**src/hdl/bccs_pkg.sv**
```systemverilog
// Shared types, widths and codes for the copy-rectangle setup pipeline.
`default_nettype none

package bccs_pkg;

    localparam int MAX_DIM   = 4096;
    localparam int DIM_W     = $clog2(MAX_DIM) + 1;
    localparam int BPP_W     = 3;
    localparam int IN_W      = 16;
    localparam int FIX_W     = 32;
    localparam int FRAC_W    = 16;
    localparam int RND_W     = FIX_W + 1 - FRAC_W;
    localparam int SUM_W     = IN_W + 2;
    localparam int CLP_W     = 20;
    localparam int OFS_W     = 26;
    localparam int RB_W      = 15;
    localparam int STAT_W    = 2;
    localparam int ORD_W     = 2;
    localparam int CFG_IDX_W = 3;

    localparam logic [BPP_W-1:0] BPP_RESET = BPP_W'(4);

    typedef enum logic [CFG_IDX_W-1:0] {
        REG_SURF_W,
        REG_SURF_H,
        REG_STRIDE,
        REG_BPP,
        REG_CLIP_L,
        REG_CLIP_T,
        REG_CLIP_R,
        REG_CLIP_B
    } t_reg_idx;

    typedef enum logic [STAT_W-1:0] {
        ST_COPY,
        ST_OUTSIDE,
        ST_EMPTY,
        ST_SAME
    } t_status;

    typedef enum logic [ORD_W-1:0] {
        ORD_DOWN,
        ORD_UP,
        ORD_ROW_SAFE
    } t_order;

    typedef struct packed {
        logic [DIM_W-1:0] surf_w;
        logic [DIM_W-1:0] surf_h;
        logic [DIM_W-1:0] stride;
        logic [BPP_W-1:0] bpp;
        logic [DIM_W-1:0] clip_l;
        logic [DIM_W-1:0] clip_t;
        logic [DIM_W-1:0] clip_r;
        logic [DIM_W-1:0] clip_b;
    } t_cfg;

    // Geometry carried through the clipping stages
    typedef struct packed {
        logic                    reject;
        logic signed [CLP_W-1:0] xs;
        logic signed [CLP_W-1:0] ys;
        logic signed [CLP_W-1:0] w;
        logic signed [CLP_W-1:0] h;
        logic signed [CLP_W-1:0] xd;
        logic signed [CLP_W-1:0] yd;
    } t_geom;

    // Classified item with row products, before the final offset scaling
    typedef struct packed {
        t_status          status;
        logic [OFS_W-1:0] prod_s;
        logic [OFS_W-1:0] prod_d;
        logic [DIM_W-1:0] xs;
        logic [DIM_W-1:0] xd;
        logic [RB_W-1:0]  row_bytes;
        logic [DIM_W-1:0] row_count;
        t_order           order;
    } t_cls;

    typedef struct packed {
        t_status          status;
        logic [OFS_W-1:0] src_offset;
        logic [OFS_W-1:0] dst_offset;
        logic [RB_W-1:0]  row_bytes;
        logic [DIM_W-1:0] row_count;
        t_order           order;
    } t_res;

endpackage

`default_nettype wire

```
**src/hdl/blit_copy_clip_setup.sv**
```systemverilog
// Throughput: one item per cycle while i_stall is low; five register stages, each with its own valid bit.
// A stalled output holds only the last stage; empty stages upstream keep filling.
// o_stall rises only when all five stages hold items and i_stall is high.
// Reset (synchronous, active low) clears all valid bits and sets the registers
// to their reset values (bytes_per_pixel 4, all others 0).
`default_nettype none

module blit_copy_clip_setup (
    input  wire logic                                i_clk,
    input  wire logic                                i_rst_n,
    input  wire logic                                i_cfg_we,
    input  wire logic [bccs_pkg::CFG_IDX_W-1:0]      i_cfg_index,
    input  wire logic [bccs_pkg::DIM_W-1:0]          i_cfg_data,
    input  wire logic                                i_valid,
    output logic                                     o_stall,
    input  wire logic signed [bccs_pkg::IN_W-1:0]    i_src_x,
    input  wire logic signed [bccs_pkg::IN_W-1:0]    i_src_y,
    input  wire logic signed [bccs_pkg::IN_W-1:0]    i_copy_width,
    input  wire logic signed [bccs_pkg::IN_W-1:0]    i_copy_height,
    input  wire logic signed [bccs_pkg::FIX_W-1:0]   i_dest_x_fixed,
    input  wire logic signed [bccs_pkg::FIX_W-1:0]   i_dest_y_fixed,
    output logic                                     o_valid,
    input  wire logic                                i_stall,
    output logic [bccs_pkg::STAT_W-1:0]              o_status,
    output logic [bccs_pkg::OFS_W-1:0]               o_src_offset,
    output logic [bccs_pkg::OFS_W-1:0]               o_dst_offset,
    output logic [bccs_pkg::RB_W-1:0]                o_row_bytes,
    output logic [bccs_pkg::DIM_W-1:0]               o_row_count,
    output logic [bccs_pkg::ORD_W-1:0]               o_copy_order
);
    import bccs_pkg::*;

    t_cfg  cfg;
    t_geom geom1;
    t_geom geom3;
    t_res  res;
    logic  vld1;
    logic  vld3;
    logic  rdy_front;
    logic  rdy_clip;
    logic  rdy_offs;

    // Hold the configuration registers
    bccs_cfg u_cfg (
        .i_clk       (i_clk),
        .i_rst_n     (i_rst_n),
        .i_cfg_we    (i_cfg_we),
        .i_cfg_index (i_cfg_index),
        .i_cfg_data  (i_cfg_data),
        .o_cfg       (cfg)
    );

    // Check the source and round the destination
    bccs_front u_front (
        .i_clk          (i_clk),
        .i_rst_n        (i_rst_n),
        .i_cfg          (cfg),
        .i_valid        (i_valid),
        .o_ready        (rdy_front),
        .i_src_x        (i_src_x),
        .i_src_y        (i_src_y),
        .i_copy_width   (i_copy_width),
        .i_copy_height  (i_copy_height),
        .i_dest_x_fixed (i_dest_x_fixed),
        .i_dest_y_fixed (i_dest_y_fixed),
        .o_valid        (vld1),
        .i_ready        (rdy_clip),
        .o_geom         (geom1)
    );

    // Clip to the scissor box
    bccs_clip u_clip (
        .i_clk   (i_clk),
        .i_rst_n (i_rst_n),
        .i_cfg   (cfg),
        .i_valid (vld1),
        .o_ready (rdy_clip),
        .i_geom  (geom1),
        .o_valid (vld3),
        .i_ready (rdy_offs),
        .o_geom  (geom3)
    );

    // Classify and form offsets
    bccs_offs u_offs (
        .i_clk   (i_clk),
        .i_rst_n (i_rst_n),
        .i_cfg   (cfg),
        .i_valid (vld3),
        .o_ready (rdy_offs),
        .i_geom  (geom3),
        .o_valid (o_valid),
        .i_ready (!i_stall),
        .o_res   (res)
    );

    assign o_stall      = !rdy_front;
    assign o_status     = res.status;
    assign o_src_offset = res.src_offset;
    assign o_dst_offset = res.dst_offset;
    assign o_row_bytes  = res.row_bytes;
    assign o_row_count  = res.row_count;
    assign o_copy_order = res.order;

endmodule

`default_nettype wire

```
**src/hdl/bccs_cfg.sv**
```systemverilog
// Configuration register file of the copy-rectangle setup block.
`default_nettype none

module bccs_cfg (
    input  wire logic                           i_clk,
    input  wire logic                           i_rst_n,
    input  wire logic                           i_cfg_we,
    input  wire logic [bccs_pkg::CFG_IDX_W-1:0] i_cfg_index,
    input  wire logic [bccs_pkg::DIM_W-1:0]     i_cfg_data,
    output bccs_pkg::t_cfg                      o_cfg
);
    import bccs_pkg::*;

    t_cfg r_cfg;

    // Write one register per enabled cycle
    always_ff @(posedge i_clk) begin
        if (!i_rst_n) begin
            r_cfg <= '{surf_w: '0, surf_h: '0, stride: '0, bpp: BPP_RESET,
                       clip_l: '0, clip_t: '0, clip_r: '0, clip_b: '0};
        end else if (i_cfg_we) begin
            unique case (t_reg_idx'(i_cfg_index))
                REG_SURF_W: r_cfg.surf_w <= i_cfg_data;
                REG_SURF_H: r_cfg.surf_h <= i_cfg_data;
                REG_STRIDE: r_cfg.stride <= i_cfg_data;
                REG_BPP:    r_cfg.bpp    <= i_cfg_data[BPP_W-1:0];
                REG_CLIP_L: r_cfg.clip_l <= i_cfg_data;
                REG_CLIP_T: r_cfg.clip_t <= i_cfg_data;
                REG_CLIP_R: r_cfg.clip_r <= i_cfg_data;
                REG_CLIP_B: r_cfg.clip_b <= i_cfg_data;
            endcase
        end
    end

    assign o_cfg = r_cfg;

endmodule

`default_nettype wire

```
**src/hdl/bccs_front.sv**
```systemverilog
// Stage 1: source bounds check and rounding of the fixed-point destination.
`default_nettype none

module bccs_front (
    input  wire logic                              i_clk,
    input  wire logic                              i_rst_n,
    input  wire bccs_pkg::t_cfg                    i_cfg,
    input  wire logic                              i_valid,
    output logic                                   o_ready,
    input  wire logic signed [bccs_pkg::IN_W-1:0]  i_src_x,
    input  wire logic signed [bccs_pkg::IN_W-1:0]  i_src_y,
    input  wire logic signed [bccs_pkg::IN_W-1:0]  i_copy_width,
    input  wire logic signed [bccs_pkg::IN_W-1:0]  i_copy_height,
    input  wire logic signed [bccs_pkg::FIX_W-1:0] i_dest_x_fixed,
    input  wire logic signed [bccs_pkg::FIX_W-1:0] i_dest_y_fixed,
    output logic                                   o_valid,
    input  wire logic                              i_ready,
    output bccs_pkg::t_geom                        o_geom
);
    import bccs_pkg::*;

    logic  r_vld;
    t_geom r_geom;
    t_geom n_geom;

    // Check the source corners and round the destination to whole pixels
    always_comb begin
        logic signed [SUM_W-1:0] xs_e;
        logic signed [SUM_W-1:0] ys_e;
        logic signed [SUM_W-1:0] w_e;
        logic signed [SUM_W-1:0] h_e;
        logic signed [SUM_W-1:0] xe;
        logic signed [SUM_W-1:0] ye;
        logic signed [SUM_W-1:0] sw_e;
        logic signed [SUM_W-1:0] sh_e;
        logic signed [FIX_W:0]   bx;
        logic signed [FIX_W:0]   by;
        logic signed [RND_W-1:0] rx;
        logic signed [RND_W-1:0] ry;
        xs_e = {{(SUM_W-IN_W){i_src_x[IN_W-1]}}, i_src_x};
        ys_e = {{(SUM_W-IN_W){i_src_y[IN_W-1]}}, i_src_y};
        w_e  = {{(SUM_W-IN_W){i_copy_width[IN_W-1]}}, i_copy_width};
        h_e  = {{(SUM_W-IN_W){i_copy_height[IN_W-1]}}, i_copy_height};
        xe   = xs_e + w_e;
        ye   = ys_e + h_e;
        sw_e = $signed({{(SUM_W-DIM_W){1'b0}}, i_cfg.surf_w});
        sh_e = $signed({{(SUM_W-DIM_W){1'b0}}, i_cfg.surf_h});

        n_geom.reject = xs_e[SUM_W-1] || (xs_e > sw_e)
                     || ys_e[SUM_W-1] || (ys_e > sh_e)
                     || xe[SUM_W-1]   || (xe > sw_e)
                     || ye[SUM_W-1]   || (ye > sh_e);

        bx = {i_dest_x_fixed[FIX_W-1], i_dest_x_fixed} + (FIX_W+1)'(1 << (FRAC_W - 1));
        by = {i_dest_y_fixed[FIX_W-1], i_dest_y_fixed} + (FIX_W+1)'(1 << (FRAC_W - 1));
        rx = bx[FIX_W:FRAC_W];
        ry = by[FIX_W:FRAC_W];

        n_geom.xs = {{(CLP_W-IN_W){i_src_x[IN_W-1]}}, i_src_x};
        n_geom.ys = {{(CLP_W-IN_W){i_src_y[IN_W-1]}}, i_src_y};
        n_geom.w  = {{(CLP_W-IN_W){i_copy_width[IN_W-1]}}, i_copy_width};
        n_geom.h  = {{(CLP_W-IN_W){i_copy_height[IN_W-1]}}, i_copy_height};
        n_geom.xd = {{(CLP_W-RND_W){rx[RND_W-1]}}, rx};
        n_geom.yd = {{(CLP_W-RND_W){ry[RND_W-1]}}, ry};
    end

    assign o_ready = !r_vld || i_ready;

    // Advance the valid bit whenever the stage can move
    always_ff @(posedge i_clk) begin
        if (!i_rst_n) begin
            r_vld <= 1'b0;
        end else if (o_ready) begin
            r_vld <= i_valid;
        end
    end

    // Load the payload on an accepted item, hold otherwise
    always_ff @(posedge i_clk) begin
        if (o_ready && i_valid) begin
            r_geom <= n_geom;
        end
    end

    assign o_valid = r_vld;
    assign o_geom  = r_geom;

endmodule

`default_nettype wire

```
**src/hdl/bccs_clip.sv**
```systemverilog
// Stages 2 and 3: scissor clipping of the destination, source shifted alike.
`default_nettype none

module bccs_clip (
    input  wire logic            i_clk,
    input  wire logic            i_rst_n,
    input  wire bccs_pkg::t_cfg  i_cfg,
    input  wire logic            i_valid,
    output logic                 o_ready,
    input  wire bccs_pkg::t_geom i_geom,
    output logic                 o_valid,
    input  wire logic            i_ready,
    output bccs_pkg::t_geom      o_geom
);
    import bccs_pkg::*;

    logic  r_vld2;
    logic  r_vld3;
    t_geom r_g2;
    t_geom r_g3;
    t_geom n_g2;
    t_geom n_g3;
    logic  rdy2;
    logic  rdy3;

    // Clip against the left and top edges
    always_comb begin
        logic signed [CLP_W-1:0] cl;
        logic signed [CLP_W-1:0] ct;
        logic signed [CLP_W-1:0] dx;
        logic signed [CLP_W-1:0] dy;
        cl   = $signed({{(CLP_W-DIM_W){1'b0}}, i_cfg.clip_l});
        ct   = $signed({{(CLP_W-DIM_W){1'b0}}, i_cfg.clip_t});
        dx   = cl - i_geom.xd;
        dy   = ct - i_geom.yd;
        n_g2 = i_geom;
        if (i_geom.xd < cl) begin
            n_g2.xd = cl;
            n_g2.xs = i_geom.xs + dx;
            n_g2.w  = i_geom.w - dx;
        end
        if (i_geom.yd < ct) begin
            n_g2.yd = ct;
            n_g2.ys = i_geom.ys + dy;
            n_g2.h  = i_geom.h - dy;
        end
    end

    // Clip against the right and bottom edges
    always_comb begin
        logic signed [CLP_W-1:0] cr;
        logic signed [CLP_W-1:0] cb;
        cr   = $signed({{(CLP_W-DIM_W){1'b0}}, i_cfg.clip_r});
        cb   = $signed({{(CLP_W-DIM_W){1'b0}}, i_cfg.clip_b});
        n_g3 = r_g2;
        if (r_g2.xd + r_g2.w > cr) begin
            n_g3.w = cr - r_g2.xd;
        end
        if (r_g2.yd + r_g2.h > cb) begin
            n_g3.h = cb - r_g2.yd;
        end
    end

    assign rdy3    = !r_vld3 || i_ready;
    assign rdy2    = !r_vld2 || rdy3;
    assign o_ready = rdy2;

    // Advance valid bits
    always_ff @(posedge i_clk) begin
        if (!i_rst_n) begin
            r_vld2 <= 1'b0;
            r_vld3 <= 1'b0;
        end else begin
            if (rdy2) begin
                r_vld2 <= i_valid;
            end
            if (rdy3) begin
                r_vld3 <= r_vld2;
            end
        end
    end

    // Load payloads with their valid bits
    always_ff @(posedge i_clk) begin
        if (rdy2 && i_valid) begin
            r_g2 <= n_g2;
        end
        if (rdy3 && r_vld2) begin
            r_g3 <= n_g3;
        end
    end

    assign o_valid = r_vld3;
    assign o_geom  = r_g3;

endmodule

`default_nettype wire

```
**src/hdl/bccs_offs.sv**
```systemverilog
// Stages 4 and 5: classify the item, form row products and byte offsets.
`default_nettype none

module bccs_offs (
    input  wire logic            i_clk,
    input  wire logic            i_rst_n,
    input  wire bccs_pkg::t_cfg  i_cfg,
    input  wire logic            i_valid,
    output logic                 o_ready,
    input  wire bccs_pkg::t_geom i_geom,
    output logic                 o_valid,
    input  wire logic            i_ready,
    output bccs_pkg::t_res       o_res
);
    import bccs_pkg::*;

    logic r_vld4;
    logic r_vld5;
    t_cls r_c4;
    t_cls n_c4;
    t_res r_r5;
    t_res n_r5;
    logic rdy4;
    logic rdy5;

    // Classify, multiply stride by row and width by pixel size
    always_comb begin
        logic                     empty;
        logic                     same;
        logic [DIM_W-1:0]         ys;
        logic [DIM_W-1:0]         yd;
        logic [DIM_W-1:0]         w;
        logic [DIM_W+BPP_W-1:0]   rb_full;
        empty = (i_geom.w[CLP_W-1] || (i_geom.w == '0))
             || (i_geom.h[CLP_W-1] || (i_geom.h == '0));
        same  = (i_geom.xs == i_geom.xd) && (i_geom.ys == i_geom.yd);
        ys    = i_geom.ys[DIM_W-1:0];
        yd    = i_geom.yd[DIM_W-1:0];
        w     = i_geom.w[DIM_W-1:0];

        priority if (i_geom.reject) begin
            n_c4.status = ST_OUTSIDE;
        end else if (empty) begin
            n_c4.status = ST_EMPTY;
        end else if (same) begin
            n_c4.status = ST_SAME;
        end else begin
            n_c4.status = ST_COPY;
        end

        priority if (i_geom.ys < i_geom.yd) begin
            n_c4.order = ORD_UP;
        end else if (i_geom.ys == i_geom.yd) begin
            n_c4.order = ORD_ROW_SAFE;
        end else begin
            n_c4.order = ORD_DOWN;
        end

        rb_full        = w * i_cfg.bpp;
        n_c4.prod_s    = i_cfg.stride * ys;
        n_c4.prod_d    = i_cfg.stride * yd;
        n_c4.xs        = i_geom.xs[DIM_W-1:0];
        n_c4.xd        = i_geom.xd[DIM_W-1:0];
        n_c4.row_bytes = rb_full[RB_W-1:0];
        n_c4.row_count = i_geom.h[DIM_W-1:0];
    end

    // Add the column, scale by pixel size, zero all but the status for a non-copy
    always_comb begin
        logic [OFS_W-1:0]       sum_s;
        logic [OFS_W-1:0]       sum_d;
        logic [OFS_W+BPP_W-1:0] full_s;
        logic [OFS_W+BPP_W-1:0] full_d;
        sum_s  = r_c4.prod_s + OFS_W'(r_c4.xs);
        sum_d  = r_c4.prod_d + OFS_W'(r_c4.xd);
        full_s = sum_s * i_cfg.bpp;
        full_d = sum_d * i_cfg.bpp;
        n_r5.status = r_c4.status;
        if (r_c4.status == ST_COPY) begin
            n_r5.src_offset = full_s[OFS_W-1:0];
            n_r5.dst_offset = full_d[OFS_W-1:0];
            n_r5.row_bytes  = r_c4.row_bytes;
            n_r5.row_count  = r_c4.row_count;
            n_r5.order      = r_c4.order;
        end else begin
            n_r5.src_offset = '0;
            n_r5.dst_offset = '0;
            n_r5.row_bytes  = '0;
            n_r5.row_count  = '0;
            n_r5.order      = ORD_DOWN;
        end
    end

    assign rdy5    = !r_vld5 || i_ready;
    assign rdy4    = !r_vld4 || rdy5;
    assign o_ready = rdy4;

    // Advance valid bits
    always_ff @(posedge i_clk) begin
        if (!i_rst_n) begin
            r_vld4 <= 1'b0;
            r_vld5 <= 1'b0;
        end else begin
            if (rdy4) begin
                r_vld4 <= i_valid;
            end
            if (rdy5) begin
                r_vld5 <= r_vld4;
            end
        end
    end

    // Load payloads with their valid bits
    always_ff @(posedge i_clk) begin
        if (rdy4 && i_valid) begin
            r_c4 <= n_c4;
        end
        if (rdy5 && r_vld4) begin
            r_r5 <= n_r5;
        end
    end

    assign o_valid = r_vld5;
    assign o_res   = r_r5;

endmodule

`default_nettype wire

```
**config.mk**
```make
export PLATFORM = sky130hd
export DESIGN_NAME = blit_copy_clip_setup
export DESIGN_NICKNAME = d
export VERILOG_FILES = /design/src/hdl/bccs_pkg.sv /design/src/hdl/blit_copy_clip_setup.sv /design/src/hdl/bccs_cfg.sv /design/src/hdl/bccs_front.sv /design/src/hdl/bccs_clip.sv /design/src/hdl/bccs_offs.sv
export SDC_FILE = /design/constraint.sdc
export NUM_CORES = 2
export LEC_CHECK = 0
export BUFFER_PORTS_ARGS = -buffer_cell sky130_fd_sc_hd__buf_2
export CAP_MARGIN = 30
export CORE_ASPECT_RATIO = 1.2
export CORE_UTILIZATION = 35
export DETAILED_ROUTE_END_ITERATION = 10
export GPL_TIMING_DRIVEN = 1
export PLACE_DENSITY = 0.52
export SLEW_MARGIN = 0
export SYNTH_ARGS = -nofsm -noshare
export SYNTH_HDL_FRONTEND = slang
export SYNTH_SLANG_ARGS = --single-unit
```
**constraint.sdc**
```tcl
create_clock -name i_clk -period 19.5 [get_ports i_clk]
set_input_delay 1.95 -clock i_clk [delete_from_list [all_inputs] [get_ports i_clk]]
set_output_delay 1.95 -clock i_clk [all_outputs]
set_load 0.05 [all_outputs]
```
==> flow_summary.json <==
{
  "synth.avg_cell_area_um2": 9.68,
  "grt_pass1_wl_um": 204000,
  "sequentialPowerShare_pct": 41.7,
  "cts.clk_slew.worst_paths_ns": 0.06,
  "p_sw_mw": 1.09,
  "max_stage_delay_ns": 0.67,
  "place.port_buffers": 204,
  "rr_startpoint": "u_clip.o_geom[7]",
  "num_rows": 152,
  "cts_root_buffer": "clkbuf_16",
  "drtPass1Iterations": 5,
  "post-route-min-period_ns": 6.07,
  "place_ws_ns": 13.25,
  "relSlewSlack_pct": 34.8,
  "fin_crit_sh_pct": 31.1,
  "synth_edf_count": 515,
  "hp-class": "reg -> reg",
  "clock_latency_ns": 0.70,
  "cts_setup_buffers": 0,
  "worstMarginPinSlew_ns": 0.965,
  "fill_cells": 14400,
  "die_area_um2": 147000,
  "power_density_nw_per_um2": 65.7,
  "dp_hpwl_um": 105000,
  "comb_power_share_pct": 20.9,
  "drc": 0,
  "final_nets": 6407,
  "htreeDepth": 3,
  "p_total_mw": 3.71,
  "ff2ff_setup_slack_ns": 13.43,
  "netlist_instances": 5241,
  "finClkSkew_ns": 0.0339,
  "top_layer": "met5",
  "maxSlewViolCount": 0,
  "netlist_area_um2": 50700,
  "drive_gt1_share_pct": 8.36,
  "syn_to_final_growth_pct": 11.3,
  "synthArstFlopShare_pct": 0,
  "die_h_um": 419,
  "crit_type": "reg -> reg",
  "yosys_register_bits": 614,
  "worst_path_max_delay_cell": "edfxtp_1",
  "critPathLaunchType": "flip-flop",
  "cp.arrival_ns": 6.49,
  "die_w_um": 350,
  "overflow": 0,
  "register_area_um2": 17500,
  "max_cap_violations": 0,
  "drt-wirelength-per-cell_um": 17.9,
  "p_leak_nw": 24.7,
  "ys_seq_area_share_pct": 34.4,
  "fin_area_um2": 56500,
  "grt_start_max_net_pins": 78,
  "worstPathMaxFanout": 14,
  "antenna_found_initial": 11,
  "cts_resized": 0,
  "place_area_um2": 54000,
  "ant_nets": 0,
  "drt-met1-wl_um": 60900,
  "core_area_um2": 143000,
  "grt_pass1_vias": 36300,
  "synth_cell_type_count": 86,
  "fin_tns_setup_ns": 0,
  "clock_power_share_pct": 37.4,
  "track_usage_pct": 18.1,
  "internal_power_mw": 2.61,
  "cts_tree": "done",
  "min_from": "u_clip.n_g3[84]",
  "crit_top_cell": "fa_1",
  "setup_viol": 0,
  "grt_setup_unrepaired": "no",
  "status": "complete, no violations",
  "ctsHoldBuffers": 0,
  "multi_input_area_um2": 30200,
  "ios": 235,
  "numCtsBuffers": 73,
  "setup.worst_path.end_class": "flip-flop",
  "wirelength_um": 133000,
  "ir_worst_vdd_mv": 0.0594,
  "critPathLaunch": "u_clip.o_geom[7]",
  "synth_ff_type": "edfxtp_1",
  "num_vias": 36700,
  "post_drt_via_cell_ratio": 4.95,
  "cts_max_path_buffers": 3,
  "cts_sinks": 614,
  "start_util_pct": 35.4,
  "place_congestion": 0.888,
  "max_freq_mhz": 165,
  "layout_setup_ws_ns": 13.43,
  "wl_met3_um": 4800,
  "cp_data_required_time_ns": 19.92,
  "yosysWarningCount": 0,
  "dr.first_iter.drc_count": 1883,
  "route.met2.wl_um": 63800,
  "fin_util_pct": 39.4,
  "cp_cell_sequence": "and2_1 -> fa_1 -> inv_1 -> fa_1 -> inv_1 -> fa_1 -> fa_1 -> inv_1 -> fa_1 -> inv_1 -> ha_1 -> nand3_1 -> a211oi_1 -> o31ai_1 -> a21oi_1 -> a21oi_1 -> o311ai_0 -> a21oi_1 -> xnor2_1",
  "finalHoldViolations": 0,
  "switching_share_pct": 29.5
}
==> cell families after synthesis <==
kind of cell	Yosys count	synth area share, %
simple gates	1642	15.2
compound gates	904	11.6
buf+inv	848	6.30
fa+ha+maj	839	25.4
flops	614	34.4
xor+xnor	329	5.73
mux	64	1.43
other cells	1	0.00739
==> sequential cells by signal, summed over array words and instances (netlist names) <==
signal           flops
u_clip.o_geom      111
u_offs.n_r5          2
u_offs.o_res        84
u_clip.o_valid       1
u_cfg.o_cfg         94
u_clip.n_g3         73
u_front.o_valid      1
u_clip.r_g2         38
u_front.o_geom      99
u_offs.r_c4        108
u_clip.r_vld2        1
u_offs.o_valid       1
u_offs.r_vld4        1
==> worst paths after layout <==
path / cells past startpoint / to
worst min register to register: 0 / u_clip.o_geom[84]
worst max-delay path: 19 / u_offs.r_c4[81]
worst max register to register: 19 / u_offs.r_c4[81]
worst min-delay path: 0 / u_clip.o_geom[84]
==> metal layers <==
| layer | up-vias | GRT usage [%] |
|---|---|---|
| li1 | 18100 | - |
| met1 | 17700 | 23.5 |
| met2 | 696 | 31.2 |
| met3 | 164 | 2.27 |
| met4 | 2 | 5.14 |
| met5 | - | 0 |
==> Yosys cell counts (all sizes together), types with 68 or more instances <==
cell	number	area, um^2
dfxtp	99	1980
nor3	75	375
inv	705	2650
clkbuf	135	507
o21ai	202	1010
fa	316	6330
edfxtp	515	15500
xnor2	209	1830
a21oi	227	1150
nand3	68	340
and2	226	1410
ha	523	6540
nor2	253	950
a21boi	110	826
nor2b	73	457
nand2	738	2770
xor2	118	1030
a21o	92	691
==> critical path, delay by kind of cell, from the launching register on <==
family | cells | cell delay (ns)
adders and majority gates | 6 | 2.92
AOI/OAI and AO/OA | 6 | 1.48
DFF | 1 | 0.67
and+or+nand+nor | 2 | 0.40
buffers and inverters | 4 | 0.20
xor gates and xnor gates | 1 | 0.13
==> power groups by stage <==
stage                     combinational, mW  clock [mW]  sequential (mW)
final                                 0.775        1.39             1.55
after global routing                  0.873        1.48             1.55
after CTS                             0.779        1.43             1.55
after detailed placement              0.775           0             1.57
after global placement                0.762           0             1.57
after floorplan                       0.572           0             1.55
==> layout make-up <==
| type | instances | share of cell area [%] |
|---|---|---|
| clock inverters | 44 | 0.835 |
| diodes | 4 | 0.0177 |
| inverters | 705 | 4.69 |
| clock buffers | 92 | 3.49 |
| flip-flops and latches | 614 | 30.9 |
| well taps | 1925 | 4.27 |
| repair buffers | 245 | 2.37 |
| multi-input cells | 3780 | 53.4 |
==> per-stage QoR <==
step	std cells	hold slack [ns]
2_1_floorplan	5242	0.400
3_3_place_gp	7265	0.402
3_5_place_dp	7268	0.405
4_1_cts	7404	0.400
5_1_grt	7406	0.401
6_report	7409	0.410
==> placed cells by master (no fill, tap or decap), drive strengths merged, types with 26 or more instances in the layout <==
cell type	instances
edfxtp	515
buf	245
nand2	738
dfxtp	99
nor3	75
o21ai	202
and2	226
ha	523
nand2b	48
and3	32
fa	316
xnor2	209
nand4	36
a21o	92
o21bai	26
clkbuf	92
mux2	49
a21oi	227
o21a	54
inv	711
nand3	68
a21boi	110
nor2	253
xor2	118
nor2b	73
Power figures use the tool's default switching activity.
